## src/hw/rtl/xed_pkg.sv

```systemverilog
// ----------------------------------------------------------------------------
// xed_pkg - shared types and constants for the XML entity decoder
// Sequencer states, emit request bundle, output stage status and byte helpers.
// ----------------------------------------------------------------------------
package xed_pkg;

	typedef enum logic [3:0] {
		ST_IDLE,
		ST_PROC,
		ST_SKIP,
		ST_WS,
		ST_SIGN,
		ST_PFX,
		ST_PX,
		ST_DIG,
		ST_CODE,
		ST_DROP,
		ST_FLUSH
	} state_t;

	typedef struct packed {
		logic       push;
		logic       flush;
		logic       last;
		logic [7:0] data;
	} emit_t;

	typedef struct packed {
		logic push_ok;
		logic flush_done;
	} oq_stat_t;

	localparam logic [7:0] CH_AMP   = 8'h26;
	localparam logic [7:0] CH_SEMI  = 8'h3B;
	localparam logic [7:0] CH_HASH  = 8'h23;
	localparam logic [7:0] CH_LT    = 8'h3C;
	localparam logic [7:0] CH_GT    = 8'h3E;
	localparam logic [7:0] CH_QUOT  = 8'h22;
	localparam logic [7:0] CH_APOS  = 8'h27;
	localparam logic [7:0] CH_PLUS  = 8'h2B;
	localparam logic [7:0] CH_MINUS = 8'h2D;
	localparam logic [7:0] CH_ZERO  = 8'h30;
	localparam logic [7:0] CH_LX    = 8'h78;
	localparam logic [7:0] CH_UX    = 8'h58;
	localparam logic [7:0] CH_A     = 8'h61;
	localparam logic [7:0] CH_M     = 8'h6D;
	localparam logic [7:0] CH_P     = 8'h70;
	localparam logic [7:0] CH_L     = 8'h6C;
	localparam logic [7:0] CH_G     = 8'h67;
	localparam logic [7:0] CH_T     = 8'h74;
	localparam logic [7:0] CH_Q     = 8'h71;
	localparam logic [7:0] CH_U     = 8'h75;
	localparam logic [7:0] CH_O     = 8'h6F;
	localparam logic [7:0] CH_S     = 8'h73;

	localparam logic [4:0] DIGIT_NONE = 5'h1F;

	localparam logic [7:0] UTF8_LEAD2 = 8'hC0;
	localparam logic [7:0] UTF8_LEAD3 = 8'hE0;
	localparam logic [1:0] UTF8_CONT  = 2'b10;

	function automatic logic [4:0] digit_val(input logic [7:0] c);
		logic [4:0] d;
		begin
			if (c >= 8'h30 && c <= 8'h39) begin
				d = 5'(c - 8'h30);
			end else if (c >= 8'h61 && c <= 8'h66) begin
				d = 5'(c - 8'h57);
			end else if (c >= 8'h41 && c <= 8'h46) begin
				d = 5'(c - 8'h37);
			end else begin
				d = DIGIT_NONE;
			end
			return d;
		end
	endfunction

	function automatic logic is_ws(input logic [7:0] c);
		return (c == 8'h20) || (c >= 8'h09 && c <= 8'h0D);
	endfunction

endpackage

```

## src/hw/rtl/xed_if.sv

```systemverilog
// ----------------------------------------------------------------------------
// xed_if - stream channels of the XML entity decoder
// Input byte channel and output byte channel, valid/ready handshake.
// ----------------------------------------------------------------------------
interface xed_in_if;
	logic       valid;
	logic       ready;
	logic [7:0] in_byte;
	logic       in_last;

	modport source (output valid, output in_byte, output in_last, input ready);
	modport sink (input valid, input in_byte, input in_last, output ready);
endinterface

interface xed_out_if;
	logic       valid;
	logic       ready;
	logic [7:0] out_byte;
	logic       out_last;

	modport source (output valid, output out_byte, output out_last, input ready);
	modport sink (input valid, input out_byte, input out_last, output ready);
endinterface

```

## src/hw/rtl/xed_acc.sv

```systemverilog
// ----------------------------------------------------------------------------
// xed_acc - numeric accumulator
// Shared multiply-add unit: acc = acc * base + digit, one digit a cycle while
// step is high, with sticky 64-bit overflow.
// ----------------------------------------------------------------------------
module xed_acc (
	input  logic        clk,
	input  logic        arst_n,
	input  logic        clear,
	input  logic        step,
	input  logic        hex,
	input  logic [3:0]  digit,
	output logic [31:0] val,
	output logic        ovf
);

	logic [63:0] acc_q;
	logic        ovf_q;
	logic [67:0] prod;

	always_comb begin
		if (hex) begin
			prod = {acc_q, 4'b0000} + 68'(digit);
		end else begin
			prod = {1'b0, acc_q, 3'b000} + {3'b000, acc_q, 1'b0} + 68'(digit);
		end
	end

	always_ff @(posedge clk or negedge arst_n) begin
		if (!arst_n) begin
			acc_q <= '0;
			ovf_q <= 1'b0;
		end else if (clear) begin
			acc_q <= '0;
			ovf_q <= 1'b0;
		end else if (step && !ovf_q) begin
			if (prod[67:64] != 4'd0) begin
				ovf_q <= 1'b1;
			end else begin
				acc_q <= prod[63:0];
			end
		end
	end

	assign val = ovf_q ? 32'hFFFF_FFFF : acc_q[31:0];
	assign ovf = ovf_q;

endmodule

```

## src/hw/rtl/xed_outq.sv

```systemverilog
// ----------------------------------------------------------------------------
// xed_outq - output staging
// One pending word held back until the next word or the end of the string
// decides its last flag, then an output register toward the sink.
// ----------------------------------------------------------------------------
module xed_outq (
	input  logic              clk,
	input  logic              arst_n,
	input  xed_pkg::emit_t    em,
	output xed_pkg::oq_stat_t stat,
	xed_out_if.source         tx
);

	logic       pend_v_q;
	logic [7:0] pend_q;
	logic       out_v_q;
	logic [7:0] out_byte_q;
	logic       out_last_q;
	logic       out_free;
	logic       mv;
	logic       push_go;

	assign out_free = !out_v_q || tx.ready;
	assign stat.push_ok = !pend_v_q || out_free;
	assign stat.flush_done = !pend_v_q || out_free;
	assign push_go = em.push && stat.push_ok;
	assign mv = pend_v_q && out_free && (em.push || em.flush);

	always_ff @(posedge clk or negedge arst_n) begin
		if (!arst_n) begin
			pend_v_q <= 1'b0;
			out_v_q  <= 1'b0;
		end else begin
			if (push_go) begin
				pend_v_q <= 1'b1;
			end else if (mv) begin
				pend_v_q <= 1'b0;
			end
			if (mv) begin
				out_v_q <= 1'b1;
			end else if (tx.ready) begin
				out_v_q <= 1'b0;
			end
		end
	end

	always_ff @(posedge clk) begin
		if (push_go) begin
			pend_q <= em.data;
		end
		if (mv) begin
			out_byte_q <= pend_q;
			out_last_q <= em.push ? 1'b0 : em.last;
		end
	end

	assign tx.valid    = out_v_q;
	assign tx.out_byte = out_byte_q;
	assign tx.out_last = out_last_q;

endmodule

```

## src/hw/rtl/xml_entity_decoder.sv

```systemverilog
// ----------------------------------------------------------------------------
// xml_entity_decoder - XML character entity decoder
// Byte stream in, byte stream out with named and numeric entities decoded.
// ----------------------------------------------------------------------------
//  channel | dir | word               | accepted when
//  rx      | in  | in_byte, in_last   | rx.valid && rx.ready
//
//  tx      | out | out_byte, out_last | tx.valid && tx.ready
//
// One sequencer walks a shift buffer of ENTITY_REACH+1 bytes, one byte a cycle
// while a stalled tx does not hold it. A plain byte goes through accept, pass,
// end check and flush; a closing ';' adds a parse and a drop step per held byte
// plus up to three output bytes. A failed entity emits '&' and rescans its held
// bytes; a run of '&' can fail on every rescan.
// Reset clears counts and state; buffer contents are left as they are.
// A stalled tx holds the sequencer only when it must emit a word.
// ----------------------------------------------------------------------------
module xml_entity_decoder #(
	parameter int ENTITY_REACH = 12
) (
	input  logic      clk,
	input  logic      arst_n,
	xed_in_if.sink    rx,
	xed_out_if.source tx
);

	localparam int DEPTH = ENTITY_REACH + 1;
	localparam int IW    = $clog2(DEPTH);
	localparam int CW    = $clog2(ENTITY_REACH + 2);

	xed_pkg::state_t   st_q, st_d;
	xed_pkg::emit_t    em;
	xed_pkg::oq_stat_t oq;

	logic [7:0]    hold_q [DEPTH];
	logic [CW-1:0] hc_q, hc_d;
	logic [CW-1:0] tot_q, tot_d;
	logic [CW-1:0] rem_q, rem_d;
	logic [CW-1:0] cnt_q, cnt_d;
	logic [1:0]    idx_q, idx_d;
	logic          last_q, last_d;
	logic          hex_q, hex_d;
	logic          neg_q, neg_d;
	logic          shift;
	logic          accept;
	logic          acc_clr, acc_step;
	logic [31:0]   acc_val;
	logic          acc_ovf;
	logic [31:0]   cp;
	logic [1:0]    nb;
	logic [7:0]    code_byte;
	logic [7:0]    cur;
	logic [4:0]    dig;
	logic          dig_ok;
	logic          m_amp, m_lt, m_gt, m_quot, m_apos, m_named, numeric, hexsel;
	logic [7:0]    named_char;

	assign accept   = rx.valid && rx.ready;
	assign rx.ready = (st_q == xed_pkg::ST_IDLE);
	assign cur      = hold_q[hc_q[IW-1:0]];

	// name compares at fixed positions after the '&'
	assign m_amp  = (hc_q == CW'(4)) && hold_q[1] == xed_pkg::CH_A && hold_q[2] == xed_pkg::CH_M
		&& hold_q[3] == xed_pkg::CH_P;
	assign m_lt   = (hc_q == CW'(3)) && hold_q[1] == xed_pkg::CH_L && hold_q[2] == xed_pkg::CH_T;
	assign m_gt   = (hc_q == CW'(3)) && hold_q[1] == xed_pkg::CH_G && hold_q[2] == xed_pkg::CH_T;
	assign m_quot = (hc_q == CW'(5)) && hold_q[1] == xed_pkg::CH_Q && hold_q[2] == xed_pkg::CH_U
		&& hold_q[3] == xed_pkg::CH_O && hold_q[4] == xed_pkg::CH_T;
	assign m_apos = (hc_q == CW'(5)) && hold_q[1] == xed_pkg::CH_A && hold_q[2] == xed_pkg::CH_P
		&& hold_q[3] == xed_pkg::CH_O && hold_q[4] == xed_pkg::CH_S;
	assign m_named = m_amp || m_lt || m_gt || m_quot || m_apos;
	assign numeric = (hc_q > CW'(2)) && hold_q[1] == xed_pkg::CH_HASH;
	assign hexsel  = hold_q[2] == xed_pkg::CH_LX || hold_q[2] == xed_pkg::CH_UX;

	always_comb begin
		if (m_amp) begin
			named_char = xed_pkg::CH_AMP;
		end else if (m_lt) begin
			named_char = xed_pkg::CH_LT;
		end else if (m_gt) begin
			named_char = xed_pkg::CH_GT;
		end else if (m_quot) begin
			named_char = xed_pkg::CH_QUOT;
		end else begin
			named_char = xed_pkg::CH_APOS;
		end
	end

	assign dig    = xed_pkg::digit_val(hold_q[0]);
	assign dig_ok = hex_q ? (dig != xed_pkg::DIGIT_NONE) : (dig < 5'd10);

	xed_acc u_acc (
		.clk    (clk),
		.arst_n (arst_n),
		.clear  (acc_clr),
		.step   (acc_step),
		.hex    (hex_q),
		.digit  (dig[3:0]),
		.val    (acc_val),
		.ovf    (acc_ovf)
	);

	// code point to UTF-8 style bytes
	assign cp = (neg_q && !acc_ovf) ? (32'd0 - acc_val) : acc_val;

	always_comb begin
		code_byte = cp[7:0];
		if (cp < 32'h100) begin
			nb = 2'd1;
		end else if (cp < 32'h800) begin
			nb = 2'd2;
			if (idx_q == 2'd0) begin
				code_byte = xed_pkg::UTF8_LEAD2 | {3'b000, cp[10:6]};
			end else begin
				code_byte = {xed_pkg::UTF8_CONT, cp[5:0]};
			end
		end else begin
			nb = 2'd3;
			if (idx_q == 2'd0) begin
				code_byte = xed_pkg::UTF8_LEAD3 | cp[19:12];
			end else if (idx_q == 2'd1) begin
				code_byte = {xed_pkg::UTF8_CONT, cp[11:6]};
			end else begin
				code_byte = {xed_pkg::UTF8_CONT, cp[5:0]};
			end
		end
	end

	always_comb begin
		st_d     = st_q;
		hc_d     = hc_q;
		rem_d    = rem_q;
		cnt_d    = cnt_q;
		idx_d    = idx_q;
		last_d   = last_q;
		hex_d    = hex_q;
		neg_d    = neg_q;
		shift    = 1'b0;
		acc_clr  = 1'b0;
		acc_step = 1'b0;
		em       = '0;
		case (st_q)
			xed_pkg::ST_IDLE: begin
				if (accept) begin
					last_d = rx.in_last;
					st_d   = xed_pkg::ST_PROC;
				end
			end
			xed_pkg::ST_PROC: begin
				if (hc_q < tot_q) begin
					if (hc_q == '0) begin
						if (cur == xed_pkg::CH_AMP) begin
							hc_d = CW'(1);
						end else begin
							em.push = 1'b1;
							em.data = cur;
							shift   = oq.push_ok;
						end
					end else if (cur == xed_pkg::CH_SEMI && m_named) begin
						em.push = 1'b1;
						em.data = named_char;
						if (oq.push_ok) begin
							hc_d  = '0;
							cnt_d = hc_q + CW'(1);
							st_d  = xed_pkg::ST_DROP;
						end
					end else if (cur == xed_pkg::CH_SEMI && numeric) begin
						hc_d    = '0;
						hex_d   = hexsel;
						neg_d   = 1'b0;
						acc_clr = 1'b1;
						cnt_d   = hexsel ? CW'(3) : CW'(2);
						rem_d   = hc_q - (hexsel ? CW'(3) : CW'(2));
						st_d    = xed_pkg::ST_SKIP;
					end else if (cur != xed_pkg::CH_SEMI && hc_q < CW'(ENTITY_REACH)) begin
						hc_d = hc_q + CW'(1);
					end else begin
						// give up: emit '&' and rescan what was held
						em.push = 1'b1;
						em.data = xed_pkg::CH_AMP;
						if (oq.push_ok) begin
							shift = 1'b1;
							hc_d  = '0;
						end
					end
				end else if (last_q && hc_q != '0) begin
					em.push = 1'b1;
					em.data = xed_pkg::CH_AMP;
					if (oq.push_ok) begin
						shift = 1'b1;
						hc_d  = '0;
					end
				end else begin
					st_d = xed_pkg::ST_FLUSH;
				end
			end
			xed_pkg::ST_SKIP: begin
				shift = 1'b1;
				cnt_d = cnt_q - CW'(1);
				if (cnt_q == CW'(1)) begin
					st_d = xed_pkg::ST_WS;
				end
			end
			xed_pkg::ST_WS: begin
				if (rem_q != '0 && xed_pkg::is_ws(hold_q[0])) begin
					shift = 1'b1;
					rem_d = rem_q - CW'(1);
				end else begin
					st_d = xed_pkg::ST_SIGN;
				end
			end
			xed_pkg::ST_SIGN: begin
				if (rem_q != '0 && (hold_q[0] == xed_pkg::CH_PLUS
						|| hold_q[0] == xed_pkg::CH_MINUS)) begin
					neg_d = hold_q[0] == xed_pkg::CH_MINUS;
					shift = 1'b1;
					rem_d = rem_q - CW'(1);
				end
				st_d = xed_pkg::ST_PFX;
			end
			xed_pkg::ST_PFX: begin
				if (hex_q && rem_q > CW'(2) && hold_q[0] == xed_pkg::CH_ZERO
						&& (hold_q[1] == xed_pkg::CH_LX || hold_q[1] == xed_pkg::CH_UX)
						&& xed_pkg::digit_val(hold_q[2]) != xed_pkg::DIGIT_NONE) begin
					shift = 1'b1;
					rem_d = rem_q - CW'(1);
					st_d  = xed_pkg::ST_PX;
				end else begin
					st_d = xed_pkg::ST_DIG;
				end
			end
			xed_pkg::ST_PX: begin
				shift = 1'b1;
				rem_d = rem_q - CW'(1);
				st_d  = xed_pkg::ST_DIG;
			end
			xed_pkg::ST_DIG: begin
				if (rem_q != '0 && dig_ok) begin
					acc_step = 1'b1;
					shift    = 1'b1;
					rem_d    = rem_q - CW'(1);
				end else begin
					cnt_d = rem_q + CW'(1);
					idx_d = 2'd0;
					st_d  = xed_pkg::ST_CODE;
				end
			end
			xed_pkg::ST_CODE: begin
				em.push = 1'b1;
				em.data = code_byte;
				if (oq.push_ok) begin
					if (idx_q == nb - 2'd1) begin
						st_d = xed_pkg::ST_DROP;
					end else begin
						idx_d = idx_q + 2'd1;
					end
				end
			end
			xed_pkg::ST_DROP: begin
				shift = 1'b1;
				cnt_d = cnt_q - CW'(1);
				if (cnt_q == CW'(1)) begin
					st_d = xed_pkg::ST_PROC;
				end
			end
			xed_pkg::ST_FLUSH: begin
				em.flush = 1'b1;
				em.last  = last_q;
				if (oq.flush_done) begin
					st_d = xed_pkg::ST_IDLE;
				end
			end
			default: begin
				st_d = xed_pkg::ST_IDLE;
			end
		endcase
	end

	always_comb begin
		tot_d = tot_q;
		if (accept) begin
			tot_d = tot_q + CW'(1);
		end else if (shift) begin
			tot_d = tot_q - CW'(1);
		end
	end

	always_ff @(posedge clk or negedge arst_n) begin
		if (!arst_n) begin
			st_q   <= xed_pkg::ST_IDLE;
			hc_q   <= '0;
			tot_q  <= '0;
			rem_q  <= '0;
			cnt_q  <= '0;
			idx_q  <= '0;
			last_q <= 1'b0;
			hex_q  <= 1'b0;
			neg_q  <= 1'b0;
		end else begin
			st_q   <= st_d;
			hc_q   <= hc_d;
			tot_q  <= tot_d;
			rem_q  <= rem_d;
			cnt_q  <= cnt_d;
			idx_q  <= idx_d;
			last_q <= last_d;
			hex_q  <= hex_d;
			neg_q  <= neg_d;
		end
	end

	// held bytes first, pending rescan bytes behind them
	always_ff @(posedge clk) begin
		if (accept) begin
			hold_q[tot_q[IW-1:0]] <= rx.in_byte;
		end else if (shift) begin
			for (int i = 0; i < DEPTH - 1; i++) begin
				hold_q[i] <= hold_q[i+1];
			end
		end
	end

	xed_outq u_outq (
		.clk    (clk),
		.arst_n (arst_n),
		.em     (em),
		.stat   (oq),
		.tx     (tx)
	);

endmodule

```

## src/flat_wrapper.sv

```systemverilog
// flat-port wrapper written by rule: the top's interface ports become plain ports
module xml_entity_decoder_flat 
#(
	parameter int ENTITY_REACH = 12
)
  (clk, arst_n, rx_valid, rx_in_byte, rx_in_last, rx_ready, tx_valid, tx_out_byte, tx_out_last, tx_ready);
  xed_in_if rx_i ();
  xed_out_if tx_i ();
  input  logic clk;
  input  logic arst_n;
  input wire logic [$bits(rx_i.valid)-1:0] rx_valid;
  input wire logic [$bits(rx_i.in_byte)-1:0] rx_in_byte;
  input wire logic [$bits(rx_i.in_last)-1:0] rx_in_last;
  output wire logic [$bits(rx_i.ready)-1:0] rx_ready;
  output wire logic [$bits(tx_i.valid)-1:0] tx_valid;
  output wire logic [$bits(tx_i.out_byte)-1:0] tx_out_byte;
  output wire logic [$bits(tx_i.out_last)-1:0] tx_out_last;
  input wire logic [$bits(tx_i.ready)-1:0] tx_ready;
  assign rx_i.valid = rx_valid;
  assign rx_i.in_byte = rx_in_byte;
  assign rx_i.in_last = rx_in_last;
  assign rx_ready = rx_i.ready;
  assign tx_valid = tx_i.valid;
  assign tx_out_byte = tx_i.out_byte;
  assign tx_out_last = tx_i.out_last;
  assign tx_i.ready = tx_ready;
  xml_entity_decoder #(.ENTITY_REACH(ENTITY_REACH)) u_core (.clk(clk), .arst_n(arst_n), .rx(rx_i), .tx(tx_i));
endmodule
```

## config.mk

```make
export PLATFORM = sky130hd
export DESIGN_NAME = xml_entity_decoder_flat
export DESIGN_NICKNAME = d
export VERILOG_FILES = /design/src/hw/rtl/xed_pkg.sv /design/src/hw/rtl/xed_if.sv /design/src/hw/rtl/xed_acc.sv /design/src/hw/rtl/xed_outq.sv /design/src/hw/rtl/xml_entity_decoder.sv /design/src/flat_wrapper.sv
export SDC_FILE = /design/constraint.sdc
export NUM_CORES = 1
export LEC_CHECK = 0
export BUFFER_PORTS_ARGS = -buffer_cell sky130_fd_sc_hd__buf_2
export CORE_MARGIN = 2
export CORE_UTILIZATION = 25
export DETAILED_ROUTE_END_ITERATION = 16
export SLEW_MARGIN = 5
export SYNTH_ARGS = -nofsm -noshare
export SYNTH_HDL_FRONTEND = slang
export SYNTH_SLANG_ARGS = --single-unit
```

## constraint.sdc

```tcl
create_clock -name clk -period 7.25 [get_ports clk]
set_clock_uncertainty 0.15 [all_clocks]
set_input_delay 0.3625 -clock clk [delete_from_list [all_inputs] [get_ports clk]]
set_output_delay 0.3625 -clock clk [all_outputs]
set_load 0.005 [all_outputs]
```

==> impl_metrics.toml <==
[synth]
netlist_top_cells_area = "edfxtp_1 22%, dfrtp_1 12%, ha_1 9.9%, a21o_1 4.6%, mux4_2 4.6%"
netlist_area_um2 = 19400
synth-edff-count = 145
synth_seq_cells = 237
yosysWarnings = 0
synth_top_area_share_pct = 22.5
yosysTopAreaCell = "edfxtp_1"
postSynthAreaPerCell_um2 = 9.24
ys_seq_area_share_pct = 34.3
synth.distinct_cells = 91
async_flop_share_pct = 38.8
syn_nets = 2266
netlist_instances = 2097
yosys_most_used_dff = "edfxtp_1"

[sta]
final-setup-viol-count = 0
drv_slew = 0
fin_crit_ns = 6.20
worst_pin_slew_ns = 1.12
tns_ns = 0
finalCritPeriodShare_pct = 85.5
rsz0062_at_grt = "no"
fmax_ghz = 0.161
hold_ws_ns = 0.250
relSlewSlack_pct = 25.2
hold_viol_final = 0

[floorplanning]
core_um2 = 77100
die_w_um = 282
initial_core_util_pct = 25.1
die_h_um = 282
fp.dieArea_um2 = 79800
fp-row-count = 102
pin_count = 24

[routing]
wl_per_cell_um = 17.3
routed_via_density = 5.17
drc = 0
antenna_left = 0
vias = 16100
wirelength_um = 53900
drtPass1Iterations = 6
drt_iter0_markers = 1350

[clocking]
tritoncts = "done"
cts_buffer_depth = 3
clkTransAtPathRegs_ns = 0.07
htree_levels = 1
clock_sinks = 237
clk_latency_ns = 0.58
cts-root-buf = "clkbuf_16"
numCtsBuffers = 26

[critical_path]
path_class = "reg -> reg"
regToRegSetupSlack_ns = 1.05
endpoint_kind = "register"
crit_required_ns = 7.60
cp_max_fo = 25
r2r-end = "u_core.u_acc.acc_q[28]"
worst_setup_path_start_kind = "register"
r2r_cells = 22
cp_data_arrival_time_ns = 6.55
regToRegStartpoint = "u_core.hold_q[0][1]"
critPathLaunch = "u_core.hold_q[0][1]"

[grt]
grt_overflow = 0
grt_first_pass_wirelength_um = 86500
grt_util_all_layers_pct = 13.3
grt_max_degree = 96
antenna_found_initial = 0
grt_pass1_vias = 15500

[final_layout]
diodes = 0
regArea_um2 = 6660
final_common_cell = "nand2_1"
area_growth_pct = 10.6
final_util_pct = 27.8
multi_input_area_um2 = 11900
final_cell_mix = "237 x nand2_1, 153 x ha_1, 145 x edfxtp_1"
fin_nets = 2219
final_layout_size_suffix_gt1_share_pct = 8.36
final.fill_count = 8236

[run_status]
status = "complete, no violations"

[pwr]
leakagePower_uw = 0.00888
pwr_density_cell_nw_per_um2 = 321
ir_worst_vdd_v = 0.000214

[placement]
dp_hpwl_um = 40300
portBuffers = 23
gp_congestion = 0.898

[min_path]
hold_path.class = "in -> async"

[run]
cap_violations = 0
-- cell type report --
class	instances	share of cell area, %
Clock inverter	14	0.840
Inverter	86	1.51
Multi-Input combinational cell	1647	55.5
Clock buffer	33	3.25
Tap cell	1040	6.07
Sequential cell	237	31.1
Timing Repair Buffer	52	1.81
-- sequential cells by signal, indices dropped and copies added (netlist names) --
register / count
u_core.hex_q: 1
u_core.u_outq.pend_v_q: 1
u_core.u_outq.tx.out_byte: 8
u_core.u_outq.pend_q: 8
u_core.idx_q: 2
u_core.u_acc.acc_q: 64
u_core.hold_q: 128
u_core.st_q: 4
u_core.cnt_q: 4
u_core.neg_q: 1
u_core.last_q: 1
u_core.tot_q: 4
u_core.hc_q: 4
u_core.u_acc.ovf: 1
u_core.rem_q: 4
u_core.u_outq.tx.out_last: 1
u_core.u_outq.tx.valid: 1
-- how the worst max path moves through the flow --
stage / end / cells past startpoint / slack, ns
floorplan: u_core.u_acc.acc_q[42] / 23 / 2.02
global placement: u_core.u_acc.acc_q[51] / 22 / 1.26
detailed placement: u_core.u_acc.acc_q[49] / 22 / 1.07
CTS: u_core.u_acc.acc_q[28] / 22 / 1.06
global route: u_core.u_acc.acc_q[30] / 22 / 0.59
finish: u_core.u_acc.acc_q[28] / 22 / 1.05
-- power by group --
group / total, uW / switching [uW] / internal [uW]
Clock: 1400 / 607 / 792
Sequential: 2610 / 455 / 2160
Combinational: 2870 / 1660 / 1210
Total: 6880 / 2720 / 4160
-- per-stage QoR --
stage                     power [uW]  setup WS [ns]  instance area (um^2)  instances
after floorplan                 4660           2.02                 19400       2097
after global placement          5440           1.26                 20500       3051
after detailed placement        5480           1.07                 20500       3051
after CTS                       6900           1.06                 21400       3109
after global routing            7310          0.589                 21400       3109
final                           6880           1.05                 21400       3109
-- cell usage after synthesis, types with 26 or more instances --
cell,n
nand4_1,35
ha_1,153
a21oi_1,128
xnor2_1,43
mux2i_1,59
a211oi_1,51
o21bai_1,26
dfrtp_1,92
edfxtp_1,145
nor2_1,132
nand2_1,237
nor3_1,56
a21o_1,120
inv_1,86
o211ai_1,27
nand3_1,45
o21ai_0,133
xor2_1,34
mux4_2,40
clkbuf_1,96
-- cells by family (layout without fill, tap and decap cells) --
group	count (synthesis)	count (layout)	share of synthesized area, %
AO/OA/AOI/OAI	650	650	22.7
XOR/XNOR	77	77	3.48
adder cells (fa/ha/maj)	156	156	10.2
buffers and inverters	213	185	4.44
flip-flops	237	237	34.3
multiplexers	107	107	8.17
AND/OR/NAND/NOR	657	657	16.6
-- metal layers --
metal	up-vias	global-route usage [%]	share of wire [%]
li1	7825	-	-
met5	-	0	0
met3	70	1.74	4.7
met1	7781	18.7	47
met4	0	3.03	2.0
met2	399	21.8	46
-- timing repair --
action	4_1_cts	5_1_grt
resized for setup	0	0
endpoints found under the hold margin	84	0
buffers inserted	0	0
hold buffers	11	0
-- critical path, stage by stage, from the launching register on --
cell	delay, ns
edfxtp_1	0.48
inv_1	0.17
ha_1	0.26
nor3b_1	0.09
a311o_1	0.36
or2_2	0.36
nor2_1	0.10
nor2_1	0.04
nor2_1	0.09
nor2_1	0.07
ha_1	0.28
ha_1	0.24
fa_1	0.42
a21oi_1	0.21
nor2_1	0.13
o2111a_1	0.28
o2111ai_1	0.23
a21oi_1	0.19
o21ai_0	0.25
a31o_2	0.60
a211o_2	0.41
buf_4	0.46
mux2i_1	0.23
Power figures use the tool's default switching activity.
